`src/sv/hrc_pkg.sv`:
```
package hrc_pkg;

  // Request codes on the event channel
  typedef enum logic [2:0] {
    FUNC_TICK         = 3'd0,
    FUNC_START_INVITE = 3'd1,
    FUNC_START_ACCEPT = 3'd2,
    FUNC_GOT_ACCEPT   = 3'd3,
    FUNC_GOT_ACK      = 3'd4,
    FUNC_GOT_DECLINE  = 3'd5,
    FUNC_CANCEL_INV   = 3'd6,
    FUNC_CLEAR_ALL    = 3'd7
  } func_t;

  // Action codes on the result channel
  typedef enum logic [2:0] {
    ACT_SEND_INVITE     = 3'd0,
    ACT_SEND_ACCEPT     = 3'd1,
    ACT_SEND_ACK        = 3'd2,
    ACT_ACCEPT_REPORTED = 3'd3,
    ACT_INVITE_FAILED   = 3'd4
  } action_t;

  // Register select, taken from paddr[2]
  localparam logic REG_RETRY_INTERVAL = 1'b0;
  localparam logic REG_RETRY_LIMIT    = 1'b1;

  localparam logic [15:0] RETRY_INTERVAL_RESET = 16'd350;
  localparam logic [7:0]  RETRY_LIMIT_RESET    = 8'd14;

  typedef struct packed {
    func_t       func;
    logic [31:0] peer_address;
    logic [31:0] now_ms;
  } evt_t;

  typedef struct packed {
    action_t     action;
    logic [31:0] target_address;
    logic        last;
  } res_t;

endpackage

```
`src/sv/handshake_retransmit_controller_top.sv`:
```
// Retransmit controller for one outgoing invite and one outgoing accept. Each
// accepted event request is decoded combinationally against the handshake
// state into zero, one or two result requests, written into a two-entry
// result queue together with the state update. A new event is taken whenever
// the queue is empty, or holds one result that leaves in the same cycle, so
// events that give one result (or none) run at one per cycle while res_stall
// is low; after a two-result event the next waits until its second result is
// leaving. Results carry last=1 on the final result of their event. Retry
// interval and limit registers sit at APB byte addresses 0 and 4; the user
// must write them only while the block is idle, the block does not enforce it.
module handshake_retransmit_controller_top (
  input  logic               clk,
  input  logic               rst,
  // event channel
  input  logic               evt_valid,
  output logic               evt_stall,
  input  hrc_pkg::evt_t      evt_data,
  // result channel
  output logic               res_valid,
  input  logic               res_stall,
  output hrc_pkg::res_t      res_data,
  // configuration port
  input  logic               psel,
  input  logic               penable,
  input  logic               pwrite,
  input  logic [2:0]         paddr,
  input  logic [31:0]        pwdata,
  output logic [31:0]        prdata,
  output logic               pready
);

  // configuration registers
  logic [15:0] retry_interval_ms;
  logic [7:0]  retry_limit;

  // handshake state
  logic        invite_pending, invite_pending_next;
  logic [31:0] invite_peer,    invite_peer_next;
  logic [31:0] invite_due,     invite_due_next;
  logic [7:0]  invite_tries,   invite_tries_next;
  logic        accept_pending, accept_pending_next;
  logic [31:0] accept_peer,    accept_peer_next;
  logic [31:0] accept_due,     accept_due_next;
  logic [7:0]  accept_tries,   accept_tries_next;
  logic        accepted_seen,  accepted_seen_next;
  logic [31:0] accepted_peer,  accepted_peer_next;

  // result queue
  hrc_pkg::res_t q0, q0_next;
  hrc_pkg::res_t q1, q1_next;
  logic [1:0]    count, count_next;

  logic          evt_fire;
  logic          res_pop;
  logic          cfg_write;
  logic [31:0]   due_next;
  logic          inv_due_hit;
  logic          acc_due_hit;

  hrc_pkg::res_t r0, r1;
  logic [1:0]    n;

  assign pready    = 1'b1;
  assign cfg_write = psel && penable && pwrite;
  assign res_valid = (count != 2'd0);
  assign res_data  = q0;
  assign res_pop   = res_valid && !res_stall;
  assign evt_stall = !((count == 2'd0) || ((count == 2'd1) && res_pop));
  assign evt_fire  = evt_valid && !evt_stall;

  assign due_next    = evt_data.now_ms + {16'd0, retry_interval_ms};
  assign inv_due_hit = invite_pending && (evt_data.now_ms >= invite_due);
  assign acc_due_hit = accept_pending && (evt_data.now_ms >= accept_due);

  // register readback
  always_comb begin
    unique case (paddr[2])
      hrc_pkg::REG_RETRY_INTERVAL: prdata = {16'd0, retry_interval_ms};
      hrc_pkg::REG_RETRY_LIMIT:    prdata = {24'd0, retry_limit};
      default:                     prdata = 32'd0;
    endcase
  end

  // decode one event: next state and up to two results
  always_comb begin
    invite_pending_next = invite_pending;
    invite_peer_next    = invite_peer;
    invite_due_next     = invite_due;
    invite_tries_next   = invite_tries;
    accept_pending_next = accept_pending;
    accept_peer_next    = accept_peer;
    accept_due_next     = accept_due;
    accept_tries_next   = accept_tries;
    accepted_seen_next  = accepted_seen;
    accepted_peer_next  = accepted_peer;
    r0 = '{action: hrc_pkg::ACT_SEND_INVITE, target_address: evt_data.peer_address,
           last: 1'b0};
    r1 = r0;
    n  = 2'd0;

    unique case (evt_data.func)
      hrc_pkg::FUNC_TICK: begin
        // invite first, then accept
        if (inv_due_hit) begin
          r0.target_address = invite_peer;
          n = 2'd1;
          if (invite_tries >= retry_limit) begin
            invite_pending_next = 1'b0;
            r0.action = hrc_pkg::ACT_INVITE_FAILED;
          end else begin
            r0.action = hrc_pkg::ACT_SEND_INVITE;
            invite_tries_next = invite_tries + 8'd1;
            invite_due_next   = due_next;
          end
        end
        if (acc_due_hit) begin
          if (accept_tries >= retry_limit) begin
            accept_pending_next = 1'b0;
          end else begin
            accept_tries_next = accept_tries + 8'd1;
            accept_due_next   = due_next;
            if (inv_due_hit) begin
              r1.action         = hrc_pkg::ACT_SEND_ACCEPT;
              r1.target_address = accept_peer;
              n = 2'd2;
            end else begin
              r0.action         = hrc_pkg::ACT_SEND_ACCEPT;
              r0.target_address = accept_peer;
              n = 2'd1;
            end
          end
        end
      end
      hrc_pkg::FUNC_START_INVITE: begin
        invite_pending_next = 1'b1;
        invite_peer_next    = evt_data.peer_address;
        invite_due_next     = due_next;
        invite_tries_next   = 8'd0;
        accepted_seen_next  = 1'b0;
        r0.action = hrc_pkg::ACT_SEND_INVITE;
        n = 2'd1;
      end
      hrc_pkg::FUNC_START_ACCEPT: begin
        accept_pending_next = 1'b1;
        accept_peer_next    = evt_data.peer_address;
        accept_due_next     = due_next;
        accept_tries_next   = 8'd0;
        r0.action = hrc_pkg::ACT_SEND_ACCEPT;
        n = 2'd1;
      end
      hrc_pkg::FUNC_GOT_ACCEPT: begin
        // always ack; do not report the last reported peer again
        r0.action = hrc_pkg::ACT_SEND_ACK;
        n = 2'd1;
        if (invite_pending && (invite_peer == evt_data.peer_address)) begin
          invite_pending_next = 1'b0;
        end
        if (!(accepted_seen && (accepted_peer == evt_data.peer_address))) begin
          accepted_seen_next = 1'b1;
          accepted_peer_next = evt_data.peer_address;
          r1.action = hrc_pkg::ACT_ACCEPT_REPORTED;
          n = 2'd2;
        end
      end
      hrc_pkg::FUNC_GOT_ACK: begin
        if (accept_pending && (accept_peer == evt_data.peer_address)) begin
          accept_pending_next = 1'b0;
        end
      end
      hrc_pkg::FUNC_GOT_DECLINE: begin
        if (invite_pending && (invite_peer == evt_data.peer_address)) begin
          invite_pending_next = 1'b0;
          r0.action = hrc_pkg::ACT_INVITE_FAILED;
          n = 2'd1;
        end
      end
      hrc_pkg::FUNC_CANCEL_INV: begin
        invite_pending_next = 1'b0;
      end
      hrc_pkg::FUNC_CLEAR_ALL: begin
        invite_pending_next = 1'b0;
        accept_pending_next = 1'b0;
        accepted_seen_next  = 1'b0;
      end
      default: begin
        invite_pending_next = invite_pending;
      end
    endcase

    // mark the final result of the event
    r0.last = (n == 2'd1);
    r1.last = 1'b1;
  end

  // advance the result queue: pop the head, then load a new event's results
  always_comb begin
    q0_next    = q0;
    q1_next    = q1;
    count_next = count;
    if (res_pop) begin
      q0_next    = q1;
      count_next = count - 2'd1;
    end
    if (evt_fire) begin
      q0_next    = r0;
      q1_next    = r1;
      count_next = n;
    end
  end

  // control registers
  always_ff @(posedge clk) begin
    if (rst) begin
      retry_interval_ms <= hrc_pkg::RETRY_INTERVAL_RESET;
      retry_limit       <= hrc_pkg::RETRY_LIMIT_RESET;
      invite_pending    <= 1'b0;
      accept_pending    <= 1'b0;
      accepted_seen     <= 1'b0;
      count             <= 2'd0;
    end else begin
      if (cfg_write) begin
        unique case (paddr[2])
          hrc_pkg::REG_RETRY_INTERVAL: retry_interval_ms <= pwdata[15:0];
          hrc_pkg::REG_RETRY_LIMIT:    retry_limit       <= pwdata[7:0];
          default:                     retry_limit       <= retry_limit;
        endcase
      end
      if (evt_fire) begin
        invite_pending <= invite_pending_next;
        accept_pending <= accept_pending_next;
        accepted_seen  <= accepted_seen_next;
      end
      count <= count_next;
    end
  end

  // payload registers
  always_ff @(posedge clk) begin
    if (evt_fire) begin
      invite_peer   <= invite_peer_next;
      invite_due    <= invite_due_next;
      invite_tries  <= invite_tries_next;
      accept_peer   <= accept_peer_next;
      accept_due    <= accept_due_next;
      accept_tries  <= accept_tries_next;
      accepted_peer <= accepted_peer_next;
    end
    q0 <= q0_next;
    q1 <= q1_next;
  end

  // queue never overfills
  assert property (@(posedge clk) disable iff (rst) count != 2'd3)
    else $error("result queue count out of range");

  // a single queued result always closes its event
  assert property (@(posedge clk) disable iff (rst) (count == 2'd1) |-> q0.last)
    else $error("lone queued result lacks last");

  // a full queue holds exactly one event's pair
  assert property (@(posedge clk) disable iff (rst)
    (count == 2'd2) |-> (!q0.last && q1.last))
    else $error("queued pair has wrong last marks");

  // starting an invite leaves it pending
  assert property (@(posedge clk) disable iff (rst)
    (evt_fire && (evt_data.func == hrc_pkg::FUNC_START_INVITE)) |=> invite_pending)
    else $error("invite not pending after start");

  // clear all drops every handshake
  assert property (@(posedge clk) disable iff (rst)
    (evt_fire && (evt_data.func == hrc_pkg::FUNC_CLEAR_ALL))
    |=> (!invite_pending && !accept_pending && !accepted_seen))
    else $error("state left after clear all");

endmodule

```
`config.mk`:
```
export PLATFORM = sky130hd
export DESIGN_NAME = handshake_retransmit_controller_top
export DESIGN_NICKNAME = d
export VERILOG_FILES = /design/src/sv/hrc_pkg.sv /design/src/sv/handshake_retransmit_controller_top.sv
export SDC_FILE = /design/constraint.sdc
export NUM_CORES = 1
export LEC_CHECK = 0
export ABC_AREA = 1
export BUFFER_PORTS_ARGS = -buffer_cell sky130_fd_sc_hd__buf_2
export CAP_MARGIN = 10
export CORE_ASPECT_RATIO = 0.6
export CORE_UTILIZATION = 45
export CTS_CLUSTER_DIAMETER = 150
export DETAILED_ROUTE_END_ITERATION = 12
export PLACE_DENSITY = 0.7
export SYNTH_ARGS = -nofsm -noshare
export SYNTH_HDL_FRONTEND = slang
export SYNTH_SLANG_ARGS = --single-unit
```
`constraint.sdc`:
```
create_clock -name clk -period 8.4 [get_ports clk]
set_input_delay 2.52 -clock clk [delete_from_list [all_inputs] [get_ports clk]]
set_output_delay 2.52 -clock clk [all_outputs]
set_load 0.01 [all_outputs]
```
==> out/qor.txt <==
crit-path max cell delay = 0.26 ns
commonest non-fill, non-tap cell in the layout = nand2_1
die width = 247 um
die height = 149 um
RSZ-0062 raised after global routing = false
Hold Crit Class = register to register
Compound-Gate Fraction of Synth Area = 10.5%
Resize count post-CTS = 0
clk_lat worst skew = 0.57 ns
CTS clk-pin slew, worst paths = 0.06 ns
share of layout cells above drive strength 1 = 12.6%
CP Data Required Time = 5.88 ns
I/O pin cnt = 180
async set or reset register ratio after synthesis = 0%
vias per std cell = 5.38
final worst path period share = 70.6%
Inserted Clock Buffers = 29
Final Max Tran Viols = 0
Setup TNS Final = 0 ns
Crit. End Element = output port
reg2reg start = invite_due[29]
ys flop type = edfxtp_1
final hold slack = 0.492 ns
Design Area, Final = 0.0182 mm^2
min cycle time layout = 5.93 ns
root buffer cell = clkbuf_16
hold buffers post-CTS = 0
Post-synth EDFFs = 246
Synth Area in XOR/XNOR = 3.14%
GP Congestion = 0.950
core area = 0.0352 mm^2
sequential share of the synthesized area = 49.2%
PwrDens = 186 mW/mm^2
Mapped Area = 0.0162 mm^2
largest family of logic cells by synthesized area = simple AND/OR/NAND/NOR gates
GRT Residual Overflow = 0
# clock sinks = 275
post-CTS setup buffer count = 0
post-route ant nets = 0
mux share of post-synthesis cell area = 0%
Slew Limit Headroom = 18.6%
crit path max fanout = 14
Synth Area in Adders = 8.00%
Setup Viol. Count Final = 0
die footprint = 0.0368 mm^2
vias in the first global route = 12076
simple-gate share of the synthesized area = 19.9%
number of port buffers = 144
Yosys cell types = 46
H-Tree Depth = 1
Peak VDD IR = 122 uV
global-route wire length before repair = 69000 um
most frequent cell on the critical path = buf_2
GRT Overall Usage = 24.5%
largest net degree at the start of global routing = 65
critical path startpoint = paddr[2]
Area after DPL = 0.0173 mm^2
drt wl/cell = 18.2 um
1st-pass router iterations = 10
nets@finish = 2203
Leakage = 8.24 nW
Achievable Freq = 169 MHz
clk buf depth = 3
Hold Crit Start = retry_interval_ms[9]
hpwl dp = 32300 um
yosys warns = 0
CTS tree = done
measured slew at the worst slew-check pin = 1.22 ns
Avg Synthesized Cell Area = 8.68 um^2
run status = finished with violations
DRT iter0 DRCs = 1460
initial antenna violation count = 4
WP data arrival = 3.41 ns
Max-Cap Viols = 0
Area Growth Syn to Fin = 12.3%
Critical-path top delay cell = o21ai_0
most frequent cells in the layout = 414 x nand2_1, 275 x inv_1, 246 x edfxtp_1, 159 x nor2_1
WS Path Type = primary input to output port
CP Launch Type = primary input
violated checks = DRC
initial cell density of the core = 46.0%
final setup skew = 0.0183 ns
Pwr Total = 3.38 mW
Rows = 53
residual DRC count = 10
vias = 13362
Routed WL = 45200 um
#FFs+latches synth = 275
Mapped Cells = 1867
critical path, cell by cell = buf_2 -> inv_1 -> o21ai_0 -> buf_2
Hold Vio Cnt, Final = 0
[final timing paths]
kind	to	slack, ns	depth (start not counted)
hold reg to reg	retry_interval_ms[9]	0.49	2
setup reg to reg	invite_due[30]	4.59	17
hold / removal	retry_interval_ms[9]	0.49	2
setup / recovery	prdata[6]	2.47	4
[critical path: cells and delay by family]
kind | cells | cell delay, ns
AO/OA/AOI/OAI | 1 | 0.26
buffers and inverters | 3 | 0.62
[cell families after synthesis]
kind of cell / count (synthesis)
flops: 275
xor+xnor: 58
other cells: 2
simple gates: 760
buf+inv: 362
compound gates: 307
fa+ha+maj: 103
[area by class of cell]
type	count	area (um^2)
Inverter	284	1070
Multi-Input combinational cell	1245	6850
Sequential cell	275	7970
Clock buffer	31	733
Timing Repair Buffer	156	811
Fill cell	3183	17000
Clock inverter	22	175
Antenna cell	3	7.51
Tap cell	467	584
[where the power goes]
part / total (mW) / switching (mW) / internal (mW)
logic: 0.500 / 0.345 / 0.155
clock network: 1.27 / 0.550 / 0.717
registers: 1.62 / 0.0248 / 1.59
total: 3.38 / 0.920 / 2.46
[sequential cells by signal, indices dropped and copies added, names as in the netlist]
signal,count
accept_due,32
accept_peer,32
accept_pending,1
accept_tries,8
accepted_peer,32
accepted_seen,1
count,2
invite_due,32
invite_peer,32
invite_pending,1
invite_tries,8
q1,34
res_data,36
retry_interval_ms,16
retry_limit,8
[through the flow]
step | setup slack, ns | instances | utilization, %
after global placement | 2.31 | 2427 | 49.1
after global routing | 2.40 | 2483 | 51.7
after CTS | 2.48 | 2480 | 51.6
after floorplan | 1.80 | 1882 | -
after detailed placement | 2.25 | 2427 | 49.1
final | 2.47 | 2483 | 51.7
[Yosys cell counts (21+ instances only)]
| master | instances | area, um^2 |
|---|---|---|
| dfxtp_1 | 29 | 581 |
| o21ai_1 | 21 | 105 |
| edfxtp_1 | 246 | 7390 |
| nand4_1 | 60 | 375 |
| xor2_1 | 23 | 201 |
| nand3_1 | 78 | 390 |
| ha_1 | 102 | 1280 |
| nand2_1 | 415 | 1560 |
| a21oi_1 | 146 | 731 |
| o21ai_2 | 23 | 201 |
| nor2_1 | 162 | 608 |
| o21ai_0 | 87 | 435 |
| clkbuf_1 | 41 | 154 |
| xnor2_1 | 35 | 307 |
| inv_1 | 276 | 1040 |
[layer usage]
metal / vias to the layer above / wire length, um / GRT usage [%]
li1: 6438 / - / -
met5: - / 13 / 0
met2: 630 / 17700 / 33.2
met3: 72 / 5350 / 7.09
met1: 6220 / 21300 / 37.7
met4: 2 / 833 / 5.15
No activity file was read; power rests on OpenSTA's default activity.
